===== src/rtl/ows_pkg.sv =====
// Shared types and constants of the 1-Wire ROM search step unit.
`default_nettype none

package ows_pkg;

   // Default ROM length in bits.
   localparam int ROM_BITS_DEFAULT = 64;

   // Field widths.
   localparam int POS_W    = 7;
   localparam int DISC_W   = 8;
   localparam int STATUS_W = 3;
   localparam int ROM_ID_W = 64;

   // Operation codes of an input beat.
   localparam logic OP_START = 1'b0;
   localparam logic OP_BITS  = 1'b1;

   // The only reset/presence result that counts as normal.
   localparam logic [1:0] RESET_OK = 2'b01;

   // Position that closes a pass once it has been handled.
   localparam logic [POS_W-1:0] POS_LAST = 7'd1;

   // Discrepancy value held after reset (first pass).
   localparam logic [DISC_W-1:0] DISC_FIRST = 8'hFF;

   // Result status codes.
   localparam logic [STATUS_W-1:0] ST_STARTED     = 3'd0;
   localparam logic [STATUS_W-1:0] ST_CHOSEN      = 3'd1;
   localparam logic [STATUS_W-1:0] ST_DONE        = 3'd2;
   localparam logic [STATUS_W-1:0] ST_RESET_FAULT = 3'd3;
   localparam logic [STATUS_W-1:0] ST_NO_RESPONSE = 3'd4;

   // One input beat.
   typedef struct packed {
      logic              op;
      logic [1:0]        reset_status;
      logic [DISC_W-1:0] last_discrepancy;
      logic              id_bit;
      logic              cmp_bit;
   } req_item_type;

   // One result beat.
   typedef struct packed {
      logic                write_bit;
      logic [STATUS_W-1:0] status;
      logic [POS_W-1:0]    next_discrepancy;
      logic [ROM_ID_W-1:0] rom_id;
   } rsp_item_type;

endpackage

`default_nettype wire


===== src/rtl/ows_core.sv =====
// Search state registers and the per-beat bit decision logic.
`default_nettype none

module ows_core #(
   parameter int ROM_BITS = ows_pkg::ROM_BITS_DEFAULT
) (
   input  wire logic                 clock,
   input  wire logic                 reset,
   input  wire logic                 fire,
   input  wire ows_pkg::req_item_type item,
   output logic                      has_rsp,
   output ows_pkg::rsp_item_type     rsp
);
   import ows_pkg::*;

   logic [ROM_BITS-1:0] rom_ff, rom_in;
   logic [POS_W-1:0]    pos_ff, pos_in;
   logic [DISC_W-1:0]   held_ff, held_in;
   logic [POS_W-1:0]    found_ff, found_in;
   logic                active_ff, active_in;

   logic                conflict;
   logic                take_one;
   logic                dir_bit;
   logic [ROM_BITS-1:0] rom_shifted;
   logic [POS_W-1:0]    found_upd;

   // Direction choice for the current position.
   assign conflict    = !item.id_bit && !item.cmp_bit;
   assign take_one    = conflict &&
                        ((held_ff > {1'b0, pos_ff}) ||
                         (rom_ff[0] && (held_ff != {1'b0, pos_ff})));
   assign dir_bit     = item.id_bit | take_one;
   assign rom_shifted = {dir_bit, rom_ff[ROM_BITS-1:1]};
   assign found_upd   = take_one ? pos_ff : found_ff;

   // Next state and result for the beat in the input register.
   always_comb begin
      rom_in    = rom_ff;
      pos_in    = pos_ff;
      held_in   = held_ff;
      found_in  = found_ff;
      active_in = active_ff;
      has_rsp   = 1'b0;
      rsp       = '0;
      if (fire) begin
         case (item.op)
            OP_START: begin
               has_rsp = 1'b1;
               if (item.reset_status != RESET_OK) begin
                  active_in  = 1'b0;
                  rsp.status = ST_RESET_FAULT;
               end else begin
                  active_in  = 1'b1;
                  pos_in     = POS_W'(ROM_BITS);
                  held_in    = item.last_discrepancy;
                  found_in   = '0;
                  rsp.status = ST_STARTED;
               end
            end
            OP_BITS: begin
               if (active_ff) begin
                  has_rsp = 1'b1;
                  if (item.id_bit && item.cmp_bit) begin
                     active_in  = 1'b0;
                     rsp.status = ST_NO_RESPONSE;
                  end else begin
                     rom_in        = rom_shifted;
                     pos_in        = pos_ff - POS_W'(1);
                     found_in      = found_upd;
                     rsp.write_bit = dir_bit;
                     if (pos_ff == POS_LAST) begin
                        active_in            = 1'b0;
                        rsp.status           = ST_DONE;
                        rsp.next_discrepancy = found_upd;
                        rsp.rom_id           = ROM_ID_W'(rom_shifted);
                     end else begin
                        rsp.status = ST_CHOSEN;
                     end
                  end
               end
            end
            default: begin
               has_rsp = 1'b0;
            end
         endcase
      end
   end

   // State registers.
   always_ff @(posedge clock) begin
      if (reset) begin
         rom_ff    <= '0;
         pos_ff    <= POS_W'(ROM_BITS);
         held_ff   <= DISC_FIRST;
         found_ff  <= '0;
         active_ff <= 1'b0;
      end else begin
         rom_ff    <= rom_in;
         pos_ff    <= pos_in;
         held_ff   <= held_in;
         found_ff  <= found_in;
         active_ff <= active_in;
      end
   end

endmodule

`default_nettype wire


===== src/rtl/onewire_rom_search_step_unit.sv =====
// Top level of the 1-Wire ROM search step unit.
// Usage: a start beat (req_op = 0) opens a search pass with the bus
// reset result and the discrepancy position of the previous pass. Each
// following beat (req_op = 1) carries the two read slots of one ROM bit
// and returns the direction bit to write back. The last bit of a pass
// also returns the assembled ROM and the next discrepancy position.
// A bit beat with no pass open is consumed and gives no result beat.
// Flow: a beat accepted into the input register is decided there by the
// core when the result register can take it, and its result is
// registered and offered on the rsp_ ports. Throughput: one beat per
// cycle while no result waits under rsp_stall; the decision is a few gates
// on the search state registers, which are updated in the same cycle.
// Stall: while a result waits under rsp_stall, one more beat is taken
// into the input register; req_stall rises only when both are full.
// Reset: synchronous; clears the valid flags of both registers and restarts
// the search state as for the first pass, with no pass open.
`default_nettype none

module onewire_rom_search_step_unit #(
   parameter int ROM_BITS = ows_pkg::ROM_BITS_DEFAULT
) (
   input  wire logic                          clock,
   input  wire logic                          reset,
   input  wire logic                          req_valid,
   output logic                               req_stall,
   input  wire logic                          req_op,
   input  wire logic [1:0]                    req_reset_status,
   input  wire logic [ows_pkg::DISC_W-1:0]    req_last_discrepancy,
   input  wire logic                          req_id_bit,
   input  wire logic                          req_cmp_bit,
   output logic                               rsp_valid,
   input  wire logic                          rsp_stall,
   output logic                               rsp_write_bit,
   output logic [ows_pkg::STATUS_W-1:0]       rsp_status,
   output logic [ows_pkg::POS_W-1:0]          rsp_next_discrepancy,
   output logic [ows_pkg::ROM_ID_W-1:0]       rsp_rom_id
);
   import ows_pkg::*;

   logic         in_valid_ff, in_valid_in;
   req_item_type in_item_ff;
   logic         rsp_valid_ff, rsp_valid_in;
   rsp_item_type rsp_item_ff;
   logic         req_take;
   logic         advance;
   logic         core_has_rsp;
   rsp_item_type core_rsp;

   // Handshake: the input register moves on when the result register is
   // empty or is being emptied in this cycle.
   assign advance   = in_valid_ff && !(rsp_valid_ff && rsp_stall);
   assign req_stall = in_valid_ff && rsp_valid_ff && rsp_stall;
   assign req_take  = req_valid && !req_stall;

   always_comb begin
      in_valid_in = in_valid_ff;
      if (req_take) begin
         in_valid_in = 1'b1;
      end else if (advance) begin
         in_valid_in = 1'b0;
      end
   end

   // Input register.
   always_ff @(posedge clock) begin
      if (reset) begin
         in_valid_ff <= 1'b0;
      end else begin
         in_valid_ff <= in_valid_in;
      end
   end

   always_ff @(posedge clock) begin
      if (req_take) begin
         in_item_ff.op               <= req_op;
         in_item_ff.reset_status     <= req_reset_status;
         in_item_ff.last_discrepancy <= req_last_discrepancy;
         in_item_ff.id_bit           <= req_id_bit;
         in_item_ff.cmp_bit          <= req_cmp_bit;
      end
   end

   // Search state and bit decision.
   ows_core #(
      .ROM_BITS(ROM_BITS)
   ) u_core (
      .clock  (clock),
      .reset  (reset),
      .fire   (advance),
      .item   (in_item_ff),
      .has_rsp(core_has_rsp),
      .rsp    (core_rsp)
   );

   // Result register.
   always_comb begin
      rsp_valid_in = rsp_valid_ff;
      if (advance) begin
         rsp_valid_in = core_has_rsp;
      end else if (rsp_valid_ff && !rsp_stall) begin
         rsp_valid_in = 1'b0;
      end
   end

   always_ff @(posedge clock) begin
      if (reset) begin
         rsp_valid_ff <= 1'b0;
      end else begin
         rsp_valid_ff <= rsp_valid_in;
      end
   end

   always_ff @(posedge clock) begin
      if (advance && core_has_rsp) begin
         rsp_item_ff <= core_rsp;
      end
   end

   // Result ports.
   assign rsp_valid            = rsp_valid_ff;
   assign rsp_write_bit        = rsp_item_ff.write_bit;
   assign rsp_status           = rsp_item_ff.status;
   assign rsp_next_discrepancy = rsp_item_ff.next_discrepancy;
   assign rsp_rom_id           = rsp_item_ff.rom_id;

`ifndef SYNTHESIS
   // A decided beat without a result leaves the result register empty.
   assert property (@(posedge clock) disable iff (reset)
      advance && !core_has_rsp |=> !rsp_valid_ff)
      else $error("result register not empty after a silent beat");

   // A decided beat with a result is always offered next cycle.
   assert property (@(posedge clock) disable iff (reset)
      advance && core_has_rsp |=> rsp_valid_ff)
      else $error("result beat lost");

   // The input side stalls only while a beat is held in the input register.
   assert property (@(posedge clock) disable iff (reset)
      req_stall |-> in_valid_ff)
      else $error("stall without a held beat");

   // ROM and discrepancy are shown only on the beat that ends a pass.
   assert property (@(posedge clock) disable iff (reset)
      rsp_valid && (rsp_status != ST_DONE) |->
         (rsp_rom_id == '0) && (rsp_next_discrepancy == '0))
      else $error("pass fields set outside a done beat");
`endif

endmodule

`default_nettype wire

===== config.mk =====
export PLATFORM = sky130hd
export DESIGN_NAME = onewire_rom_search_step_unit
export DESIGN_NICKNAME = d
export VERILOG_FILES = /design/src/rtl/ows_pkg.sv /design/src/rtl/ows_core.sv /design/src/rtl/onewire_rom_search_step_unit.sv
export SDC_FILE = /design/constraint.sdc
export NUM_CORES = 1
export LEC_CHECK = 0
export BUFFER_PORTS_ARGS = -buffer_cell sky130_fd_sc_hd__buf_2
export CORE_MARGIN = 4
export CORE_UTILIZATION = 35
export DETAILED_ROUTE_END_ITERATION = 16
export GPL_TIMING_DRIVEN = 0
export HOLD_SLACK_MARGIN = 0.15
export PLACE_DENSITY = 0.59
export SYNTH_ARGS = -nofsm -noshare
export SYNTH_HDL_FRONTEND = slang
export SYNTH_SLANG_ARGS = --single-unit

===== constraint.sdc =====
create_clock -name clock -period 4.5 [get_ports clock]
set_input_delay 0.225 -clock clock [delete_from_list [all_inputs] [get_ports clock]]
set_output_delay 0.225 -clock clock [all_outputs]
set_load 0.05 [all_outputs]

Word level (Yosys, flattened, before mapping) --
Cells that the tools add are included.
Cells by class: equality and inequality tests 6, multiplexer cells 28, reduce and logical (&&, ||, !) cells 24, $lt $le $gt $ge 1, bitwise operators 7, add/subtract/negate cells 1
Operators by type and width (number):
- 71-bit two-way mux | 2
- 74-bit two-way mux | 1
- 7-bit two-way mux | 7
- 7-bit case mux with 2 select lines | 2
- 1-bit logical AND | 11
- 1-bit two-way mux | 10
- 8-bit by 7-bit > comparator with 1-bit output | 1
- 8-bit by 7-bit inequality test with 1-bit output | 1
- 4-bit AND reduction | 2
- 7-bit by 1-bit == test with 1-bit output, second input constant | 1
- 7-bit by 1-bit subtractor with 7-bit output, second input constant | 1
- 1-bit inverter | 6
- 3-bit case mux with 2 select lines | 1
- 1-bit logical NOT | 5
- 5-bit OR reduction | 1
- 2-bit two-way mux | 2
- 2-bit by 1-bit inequality test with 1-bit output, second input constant | 2
- 2-bit inequality test, second input constant | 2
- 1-bit case mux with 2 select lines | 2
- 2-bit nonzero test | 2
- 4-bit OR reduction | 1
- 3-bit two-way mux | 1
- 3-bit AND reduction | 1
- 1-bit logical OR | 1
- 1-bit bitwise OR | 1
Word-level totals: register bits 177, bits of input ports 17, output and inout port bits 77, word-level logic and storage cells 83

Depth between registers and ports, before layout --
Gate-level depths: netlist (run 1).
depth after elaboration 9, mapped depth 8, mapped depth without buffers 7

By module --
From an unflattened synthesis (run 1), not the netlist that was laid out.
Unflattened totals: cells, all modules 600, area, all modules 6707.7 µm²
By module, submodules not included:
- ows_core | cells an instance 500, times used 1, area each 3971.3 µm²
- onewire_rom_search_step_unit | cells an instance 100, times used 1, area each 2736.4 µm²

Least setup slack after synthesis (run 1) --
OpenSTA, ideal clock, no wires.
path kind flip-flop to flip-flop, from register rsp_valid_ff (netlist: rsp_valid), to register rsp_item_ff (netlist bit rsp_next_discrepancy[0]) (enable), library setup time 0.439 ns, arrival 2.790 ns, data required time 4.061 ns, stages on the path, launching flop included 4, period minus slack after synthesis 3.229 ns, setup slack 1.271 ns, path through dfxtp_1 > a21boi_2 > clkbuf_1 > o21a_1
On the way: longest elaborated chain between the ends 5
RTL lines:
- start, declared | RTL line onewire_rom_search_step_unit.sv:42 | logic rsp_valid_ff, rsp_valid_in;
- start signal, assigned | RTL line onewire_rom_search_step_unit.sv:109 | rsp_valid_ff <= rsp_valid_in;
- 1-bit logical AND * | RTL line onewire_rom_search_step_unit.sv:51 | assign advance = in_valid_ff && !(rsp_valid_ff && rsp_stall);
- 1-bit logical NOT * | RTL line onewire_rom_search_step_unit.sv:51
- 1-bit logical AND * | RTL line onewire_rom_search_step_unit.sv:51
- 1-bit two-way mux | RTL line ows_core.sv:46 | if (fire) begin
- 1-bit logical AND * | RTL line onewire_rom_search_step_unit.sv:114 | if (advance && core_has_rsp) begin
- end signal, assigned | RTL line onewire_rom_search_step_unit.sv:115 | rsp_item_ff <= core_rsp;
- end, declared | RTL line onewire_rom_search_step_unit.sv:43 | rsp_item_type rsp_item_ff;
Every way passes the cells marked *; elsewhere a longest branch is shown, timed or not. A chain may end at the register's enable or synchronous reset.

Worst setup path in the final report (run 1) --
from input rsp_stall, to register rsp_item_ff (netlist bit rsp_next_discrepancy[0]) (data pin)
On the way: longest elaborated chain between the ends 5
RTL lines:
- start, declared | RTL line onewire_rom_search_step_unit.sv:32 | input wire logic rsp_stall,
- 1-bit logical AND | RTL line onewire_rom_search_step_unit.sv:51
- 1-bit logical NOT | RTL line onewire_rom_search_step_unit.sv:51
- 1-bit logical AND | RTL line onewire_rom_search_step_unit.sv:51
- 1-bit inverter (no source line)
- 5-bit OR reduction (no source line)
No other way between the ends.

==> results by group, run 1 <==
Run status
  • Status: finished clean

Logic synthesis
  • Seq/Total Area, Yosys: 65.8%
  • Seq cells post-synth: 177
  • Mapped Area: 6720 um^2
  • Post-synth top area cell: edfxtp_1
  • Largest cells by area after synthesis: edfxtp_1 39%, dfxtp_1 27%, nand2_1 8.7%
  • Cells after Synth: 616
  • Synth warn: 0
  • Post-synth top area share: 39.3%
  • Syn_area_per_cell: 10.9 um^2
  • Post-synth cell types: 39
  • Syn nets: 642

CTS
  • TritonCTS clock tree: yes
  • Cts bufs inserted: 17
  • Clock sink count: 177
  • Post-CTS Repair Setup Buffers: 0
  • CTS H-tree depth: 4
  • Root buf cell: clkbuf_16
  • Clock transition at path regs: 60 ps
  • Clock Path Buffers: 2
  • Worst skew pair latency: 420 ps

Placement
  • DP Worst Slack: 1740 ps
  • Port Buf Inserts: 93
  • HPWL Detailed: 9040 um
  • GP Congestion: 0.743
  • Placed inst area: 7510 um^2

Critical path
  • Kind of critical path: primary input to flop
  • CP required: 4750 ps
  • Max FO, Critical Path: 10
  • FF-to-FF Start: in_item_ff[1]
  • Worst EP arrival: 2960 ps
  • Setup crit start: rsp_stall
  • Slowest CP cell: nor2_2
  • Startpoint types: primary input
  • Slowest cell delay on critical path: 670 ps
  • Crit end category: flop
  • Worst-path cell chain: dlygate4sd3_1, buf_2, a21boi_2, nand4_1, nor2_2, clkbuf_1, nand2_1, mux2i_1

Floorplan
  • Die width: 147 um
  • # rows: 50
  • Starting Density: 35.8%
  • Die Y: 147 um
  • DIE AREA: 21500 um^2
  • Core area: 18800 um^2
  • Ports: 94

Power
  • Psw: 776 uW
  • Clk pwr share: 44.2%
  • Power share of the combinational group: 5.8%
  • Sw Ratio: 22.4%
  • P_int: 2.70 mW
  • Power density cells: 419 nW/um^2
  • Leak Pwr: 2.90 nW
  • Seq pwr share: 50.0%
  • Worst VDD drop: 265 uV

Drt
  • DRC Markers: 0
  • Wirelength per Cell: 13.3 um
  • Final ANT Viol Nets: 0
  • Detailed-route via count: 4491
  • DRT iter0 DRCs: 190
  • Total Wirelength: 13200 um
  • Routed vias/inst: 4.53
  • DRT Pass-1 Iters: 4

Worst hold path
  • Hold path startpoint: reset
  • Min-delay worst type: primary input to flop

GRT
  • Total congestion overflow: 0
  • Initial antenna violation count: 0
  • Vias in the first global route: 4502
  • Tot GR Track Use: 12.9%
  • First-pass GRT wire length: 22500 um
  • Largest net degree at the start of global routing: 41

STA
  • Tightest Pin Transition: 1040 ps
  • Setup WS post-layout: 1790 ps
  • RSZ-0062 raised after global routing: no
  • Post-route minimum period: 2710 ps
  • Setup TNS: 0 ps
  • Max-Slew Margin vs Limit: 30.8%
  • Final period util: 60.1%
  • Setup Viol. Count Final: 0
  • F_max: 0.370 GHz
  • Slew Viols, Final: 0
  • Final Hold Viols: 0
  • Clock Skew: 11.9 ps

Final layout
  • Layout cells sized above 1: 18.5%
  • Area growth from synthesis to layout: 23.2%
  • Diodes inserted: 0
  • Most frequent cells in the layout: 156 x nand2_1, 98 x buf_2, 89 x dfxtp_1
  • Final instance area: 8280 um^2
  • Final #Nets: 770
  • Most common cell after layout, fill and taps aside: nand2_1

Flow run
  • Max Cap Viol: 0
==> layout make-up <==
type	count	area, um^2
repair buffers	109	636
inverters	14	52.6
multi-input cells	390	2110
clock buffers	21	470
clock inverters	11	151
plain buffers	35	145
fillers	1773	10500
flip-flops and latches	177	4420
well taps	234	293
==> cell usage after synthesis <==
cell	number
clkbuf_1	28
ha_1	9
dfxtp_1	89
nor4_1	1
a2111oi_4	2
a22oi_1	4
a21o_1	1
nand4_1	8
and3_1	6
nand3b_1	7
nor2b_1	1
a211o_1	1
nand2b_1	3
buf_6	1
a21boi_1	1
inv_1	14
and2_1	63
a21oi_1	70
nor3_1	3
a21boi_2	1
nor2_1	16
buf_2	5
a31oi_1	1
nand3_1	7
nand2_2	1
o21ai_0	6
xnor2_1	5
mux2i_1	6
a311oi_1	2
nand4b_2	1
o211ai_2	1
buf_1	1
edfxtp_1	88
a31o_2	1
nand2_1	156
a2111o_1	3
nor2_2	1
nor3b_1	1
o21a_1	1
==> power groups by stage <==
stage	sequential, mW	combinational, mW	clock (mW)
2_1_floorplan	1.86	0.0493	0
3_3_place_gp	1.77	0.191	0
4_1_cts	1.74	0.204	1.58
6_report	1.73	0.202	1.54
5_1_grt	1.74	0.215	1.64
3_5_place_dp	1.77	0.194	0
==> layer usage <==
layer | vias up | global-route usage, % | share of wire [%]
li1 | 2348 | - | -
met1 | 2063 | 16.5 | 47
met2 | 76 | 21.2 | 48
met3 | 4 | 3.85 | 3.5
met4 | 0 | 3.86 | 0.61
met5 | - | 0 | 0
==> worst max-delay path: cells and delay by family <==
| kind | cells | cell delay [ps] |
|---|---|---|
| muxes | 1 | 160 |
| AOI/OAI and AO/OA | 1 | 190 |
| buffers and inverters | 3 | 1080 |
| and+or+nand+nor | 3 | 1290 |
==> flip-flops by register name (all words and copies together), names as in the netlist <==
| name | flops |
|---|---|
| rsp_write_bit | 1 |
| in_item_ff | 13 |
| rsp_next_discrepancy | 7 |
| in_valid_ff | 1 |
| u_core.held_ff | 8 |
| u_core.active_ff | 1 |
| u_core.rom_ff | 64 |
| rsp_rom_id | 64 |
| rsp_status | 3 |
| u_core.found_ff | 7 |
| rsp_valid | 1 |
| u_core.pos_ff | 7 |
==> worst paths after layout <==
path,end,slack (ps),depth (start not counted)
max,rsp_next_discrepancy[0],1790,8
min,u_core.found_ff[1],260,4
max reg2reg,rsp_next_discrepancy[0],1840,6
min reg2reg,u_core.held_ff[0],450,1
==> cell families after synthesis <==
kind of cell | after synthesis | share of synthesized area (%)
and+or+nand+nor | 275 | 19.3
DFF | 177 | 65.8
AOI/OAI and AO/OA | 95 | 8.73
buffers and inverters | 49 | 2.94
adders and majority gates | 9 | 1.68
muxes | 6 | 0.894
xor gates and xnor gates | 5 | 0.651
==> per-stage QoR <==
stage                     power, mW  instances  hold slack [ps]  utilization [%]
after floorplan                1.91        616              324                -
after global placement         1.96        943              402             39.9
after detailed placement       1.97        944              403             40.0
after CTS                      3.51        991              235             44.1
after global routing           3.60        991              300             44.1
final                          3.47        991              262             44.1
==> what timing repair did <==
action / in CTS / in global routing
hold buffers: 15 / 0
hold endpoints to repair: 15 / 0
resized for setup: 0 / 0
(Power assumes the default switching activity.)
==> run 2: changes to the inputs <==
--- a/config.mk
+++ b/config.mk
@@ -11,7 +11,7 @@
 export DETAILED_ROUTE_END_ITERATION = 16
 export GPL_TIMING_DRIVEN = 0
 export HOLD_SLACK_MARGIN = 0.15
-export PLACE_DENSITY = 0.59
+export PLACE_DENSITY = 0.61
 export SYNTH_ARGS = -nofsm -noshare
 export SYNTH_HDL_FRONTEND = slang
 export SYNTH_SLANG_ARGS = --single-unit
==> constraint.sdc (replaced) <==
create_clock -name clock -period 2.3 [get_ports clock]
set_input_delay 0.115 -clock clock [delete_from_list [all_inputs] [get_ports clock]]
set_output_delay 0.115 -clock clock [all_outputs]
set_load 0.05 [all_outputs]
==> results by group, run 2 (synthesis gave the netlist of run 1 again) <==
Run status
  • Status: finished clean

Floorplan
  • Starting Density: 35.8% (unchanged)
  • Die width: 147 um (unchanged)
  • Die Y: 147 um (unchanged)
  • Ports: 94 (unchanged)
  • Core area: 18800 um^2 (unchanged)
  • DIE AREA: 21500 um^2 (unchanged)
  • # rows: 50 (unchanged)

Critical path
  • Crit end category: flop
  • Slowest cell delay on critical path: 440 ps (-230 ps)
  • CP required: 2480 ps (-2270 ps)
  • Slowest CP cell: a2111oi_4
  • Kind of critical path: flop to flop
  • Startpoint types: flop
  • Max FO, Critical Path: 10 (unchanged)
  • Worst-path cell chain: inv_1, ha_4, a21o_1, a2111oi_4, buf_4, a2111oi_4, nand2_4, buf_6, and3_1
  • Most frequent CP cell: a2111oi_4
  • Worst EP arrival: 2400 ps (-560 ps)

GRT
  • Total congestion overflow: 0 (unchanged)
  • First-pass GRT wire length: 22300 um (-1.0%)
  • Initial antenna violation count: 0 (unchanged)
  • Vias in the first global route: 4426 (-1.7%)
  • Tot GR Track Use: 13.0% (+0.074 points)
  • Largest net degree at the start of global routing: 39 (-4.9%)

Placement
  • Port Buf Inserts: 93 (unchanged)
  • HPWL Detailed: 8660 um (-4.3%)
  • Placed cells: 943 (-0.11%)
  • GP Congestion: 0.752 (+1.1%)
  • DP Worst Slack: -504 ps (-2250 ps)

STA
  • Setup Viol. Count Final: 0 (unchanged)
  • Tightest Pin Transition: 1020 ps (-13.7 ps)
  • Final period util: 96.9%
  • Max-Slew Margin vs Limit: 31.7% (+0.92 points)
  • Clock Skew: 5.07 ps (-6.81 ps)
  • Post-route minimum period: 2230 ps
  • F_max: 0.449 GHz
  • Setup WS post-layout: 70.9 ps (-1720 ps)
  • RSZ-0062 raised after global routing: no
  • Slew Viols, Final: 0 (unchanged)
  • Final Hold Viols: 0 (unchanged)

Final layout
  • Final #Nets: 776 (+0.78%)
  • Most frequent cells in the layout: 156 x nand2_1, 98 x buf_2, 88 x edfxtp_1, 88 x dfxtp_1, 69 x a21oi_1
  • Most common cell after layout, fill and taps aside: nand2_1
  • Diodes inserted: 0 (unchanged)
  • Fillers: 1767 (-0.34%)
  • Layout cells sized above 1: 19.8% (+1.3 points)
  • Final Instance Count excl. Fillers: 997 (+0.61%)
  • Area growth from synthesis to layout: 25.2%

Drt
  • Total Wirelength: 13300 um (+1.2%)
  • DRT iter0 DRCs: 213 (+12%)
  • Wirelength per Cell: 13.4 um (+0.55%)
  • DRT Pass-1 Iters: 5 (+1)
  • Routed vias/inst: 4.64 (+2.4%)
  • DRC Markers: 0 (unchanged)
  • Detailed-route via count: 4628 (+3.1%)
  • Final ANT Viol Nets: 0 (unchanged)

Power
  • Power density cells: 833 nW/um^2 (+99%)
  • Power Total: 7.01 mW (+100%)
  • Leak Pwr: 2.95 nW (+1.7%)
  • Worst VDD drop: 538 uV (+100%)

CTS
  • Root buf cell: clkbuf_16
  • Worst skew pair latency: 430 ps (about the same)
  • Clock transition at path regs: 60 ps (about the same)
  • CTS H-tree depth: 4 (unchanged)
  • Clock Path Buffers: 2 (unchanged)
  • TritonCTS clock tree: yes
  • Clock sink count: 177 (unchanged)
  • Cts bufs inserted: 17 (unchanged)

Worst hold path
  • Min-delay worst type: primary input to flop

Flow run
  • Max Cap Viol: 0 (unchanged)
==> run 2: cell types whose count changed in the layout (fill, tap and decap cells not counted), sizes merged <==
cell | before | now
inv | 17 | 20
clkbuf | 49 | 46
dlygate4sd3 | 15 | 17
buf | 101 | 104
clkinv | 4 | 2
bufinv | 3 | 5
o21a | 1 | 2
==> run 2: report_power, final <==
part	leakage [nW]	internal, mW	switching, mW
registers	1.47	3.37	0.0257
logic	1.16	0.101	0.305
clock network	0.323	1.98	1.23
==> run 2: what timing repair did <==
| item | in CTS | in global routing |
|---|---|---|
| buffers inserted | 2 | 2 |
| gates resized for setup | 3 | 9 |
| endpoints found under the hold margin | 17 | 0 |
| endpoints found under the setup margin | 120 | 41 |
| pin swaps | 3 | 2 |
| hold buffers | 17 | 0 |
| gates cloned | 1 | 0 |
==> run 2: through the flow <==
stage                     hold slack (ps)  utilization [%]  setup TNS (ps)  area (um^2)
final                                 397             44.8               0         8420
after floorplan                       214                -               0         6730
after global routing                  393             44.8               0         8420
after CTS                             372             44.6               0         8360
after global placement                292             39.9          -22640         7490
after detailed placement              293             39.9          -22920         7490
==> run 2: cell type report <==
cell class              instances  area (um^2)  share of cell area, %
inverters                      14         52.6                  0.624
clock buffers                  18          439                   5.22
clock inverters                14          224                   2.66
multi-input cells             391         2170                   25.8
flip-flops and latches        177         4430                   52.6
plain buffers                  35          148                   1.75
repair buffers                114          666                   7.91
well taps                     234          293                   3.48
==> run 2: worst max-delay path: cells and delay by family (launching register included) <==
kind	cells	cell delay (ps)
simple gates	2	290
buf+inv	3	410
compound gates	3	650
flops	1	350
fa+ha+maj	1	280
==> run 2: worst paths after layout <==
check                                               end  cells after the start             start  slack [ps]
worst max-delay path            rsp_next_discrepancy[6]                      9  u_core.pos_ff[5]          70
worst max register to register  rsp_next_discrepancy[6]                      9  u_core.pos_ff[5]          70
worst min-delay path                      in_item_ff[1]                      2        req_id_bit         400
worst min register to register        u_core.held_ff[0]                      1     in_item_ff[2]         450
==> run 2: per-layer routing <==
metal / vias up / wire length [um] / track usage [%]
met4: 0 / 185 / 4.52
met5: - / 0 / 0
met1: 2143 / 6170 / 17.0
li1: 2368 / - / -
met3: 17 / 621 / 3.38
met2: 100 / 6360 / 20.9
==> run 3: changes to the inputs <==
--- a/config.mk
+++ b/config.mk
@@ -11,7 +11,7 @@
 export DETAILED_ROUTE_END_ITERATION = 16
 export GPL_TIMING_DRIVEN = 0
 export HOLD_SLACK_MARGIN = 0.15
-export PLACE_DENSITY = 0.61
+export PLACE_DENSITY = 0.64
 export SYNTH_ARGS = -nofsm -noshare
 export SYNTH_HDL_FRONTEND = slang
 export SYNTH_SLANG_ARGS = --single-unit
==> results by group, run 3 (synthesis gave the netlist of run 1 again) <==
Final layout
  • Most common cell after layout, fill and taps aside: nand2_1
  • Final core occ: 44.9% (+0.053 points)
  • Diodes inserted: 0 (unchanged)
  • Final #Nets: 782 (+0.77%)
  • Most frequent cells in the layout: 156 x nand2_1, 98 x buf_2, 88 x edfxtp_1
  • Area growth from synthesis to layout: 25.4%
  • Layout cells sized above 1: 20.8% (+1.0 points)
  • Fillers: 1799 (+1.8%)
  • Final Instance Count excl. Fillers: 1003 (+0.60%)

Drt
  • DRT Pass-1 Iters: 6 (+1)
  • Final ANT Viol Nets: 0 (unchanged)
  • Wirelength per Cell: 13.9 um (+3.5%)
  • Detailed-route via count: 4648 (+0.43%)
  • Routed vias/inst: 4.63 (-0.17%)
  • DRT iter0 DRCs: 251 (+18%)
  • Total Wirelength: 13900 um (+4.1%)
  • DRC Markers: 0 (unchanged)

STA
  • Setup Viol. Count Final: 0 (unchanged)
  • Hold WS: 397 ps (+0.0620 ps)
  • F_max: 0.447 GHz (-0.46%)
  • Slew Viols, Final: 0 (unchanged)
  • Setup WS post-layout: 60.5 ps (-10.4 ps)
  • RSZ-0062 raised after global routing: yes
  • Final period util: 97.4% (+0.45 points)
  • Max-Slew Margin vs Limit: 29.2% (-2.5 points)
  • Tightest Pin Transition: 1060 ps (+37.9 ps)
  • Final Hold Viols: 0 (unchanged)
  • Post-route minimum period: 2240 ps (+10.4 ps)
  • Clock Skew: 9.25 ps (+4.18 ps)

Placement
  • HPWL Detailed: 9020 um (+4.3%)
  • Placed cells: 943 (unchanged)
  • DP Worst Slack: -456 ps (+48.0 ps)
  • GP Congestion: 0.825 (+9.8%)
  • Port Buf Inserts: 93 (unchanged)

Flow run
  • Max Cap Viol: 0 (unchanged)

CTS
  • Clock transition at path regs: 70 ps (about the same)
  • Worst skew pair latency: 420 ps (about the same)
  • Root buf cell: clkbuf_16
  • CTS H-tree depth: 4 (unchanged)
  • Cts bufs inserted: 17 (unchanged)
  • Clock Path Buffers: 2 (unchanged)
  • Clock sink count: 177 (unchanged)
  • TritonCTS clock tree: yes

Floorplan
  • Die width: 147 um (unchanged)
  • Starting Density: 35.8% (unchanged)
  • DIE AREA: 21500 um^2 (unchanged)
  • Core area: 18800 um^2 (unchanged)
  • Die Y: 147 um (unchanged)
  • Ports: 94 (unchanged)
  • # rows: 50 (unchanged)

Critical path
  • Startpoint types: flop
  • Max FO, Critical Path: 4 (-6)
  • Crit end category: flop
  • Worst-path cell chain: inv_4, ha_4, a21o_1, a2111oi_4, a2111oi_4, nand2_2, buf_4, and3_1
  • Slowest cell delay on critical path: 530 ps (+90 ps)
  • CP required: 2480 ps (about the same)
  • Most frequent CP cell: a2111oi_4
  • Kind of critical path: flop to flop
  • Worst EP arrival: 2420 ps (+20 ps)
  • CP top delay family: compound AO/OA/AOI/OAI gates
  • Worst Path Buf+Inv: 2 (-1)
  • Slowest CP cell: a2111oi_4

Power
  • Worst VDD drop: 501 uV (-6.9%)
  • Power density cells: 795 nW/um^2 (-4.5%)
  • Power Total: 6.70 mW (-4.4%)
  • Leak Pwr: 2.95 nW (about the same)

Worst hold path
  • Min-delay worst type: primary input to flop

GRT
  • Total congestion overflow: 0 (unchanged)
  • Tot GR Track Use: 13.3% (+0.34 points)
  • Vias in the first global route: 4309 (-2.6%)
  • First-pass GRT wire length: 22700 um (+1.9%)
  • Initial antenna violation count: 0 (unchanged)
  • Largest net degree at the start of global routing: 39 (unchanged)

Run status
  • Status: finished clean
-- run 3: final timing paths --
check	startpoint	to	slack [ps]	cells after the start
hold / removal	req_last_discrepancy[0]	in_item_ff[2]	400	2
hold reg to reg	in_item_ff[8]	u_core.held_ff[6]	460	2
setup / recovery	u_core.pos_ff[5]	rsp_next_discrepancy[4]	60	8
setup reg to reg	u_core.pos_ff[5]	rsp_next_discrepancy[4]	60	8
-- run 3: stage by stage --
stage	TNS, ps	instance area (um^2)
CTS	0	8310
detailed placement	-23450	7490
global route	-136	8430
global placement	-17970	7490
finish	0	8430
floorplan	0	6730
-- run 3: metal layers --
metal	vias up	global-route usage, %	wire length [um]
met5	-	0	0
met4	0	4.37	105
met3	6	3.57	714
met2	115	19.9	6270
met1	2147	18.8	6800
li1	2380	-	-
-- run 3: final cells by class --
cell class                 count  area [um^2]  area share, %
inverter                      14         55.1          0.653
buffer                        34          146           1.74
clock buffer                  21          460           5.46
sequential                   177         4430           52.6
multi-input combinational    391         2170           25.8
clock inverter                11          130           1.54
tap                          234          293           3.47
timing repair buffer         121          739           8.78
-- run 3: what timing repair did --
item,in CTS,in global routing
gates cloned,1,1
pin swaps,2,5
endpoints found under the hold margin,16,0
setup buffers,4,6
endpoints found under the setup margin,152,10
gates resized for setup,4,14
hold buffers,17,0
-- run 3: power breakdown --
part / switching (mW) / internal (mW) / total (mW) / leakage, nW
Clock: 1.21 / 1.67 / 2.88 / 0.282
Sequential: 0.0270 / 3.37 / 3.40 / 1.47
Combinational: 0.311 / 0.112 / 0.423 / 1.20
Total: 1.55 / 5.15 / 6.70 / 2.95
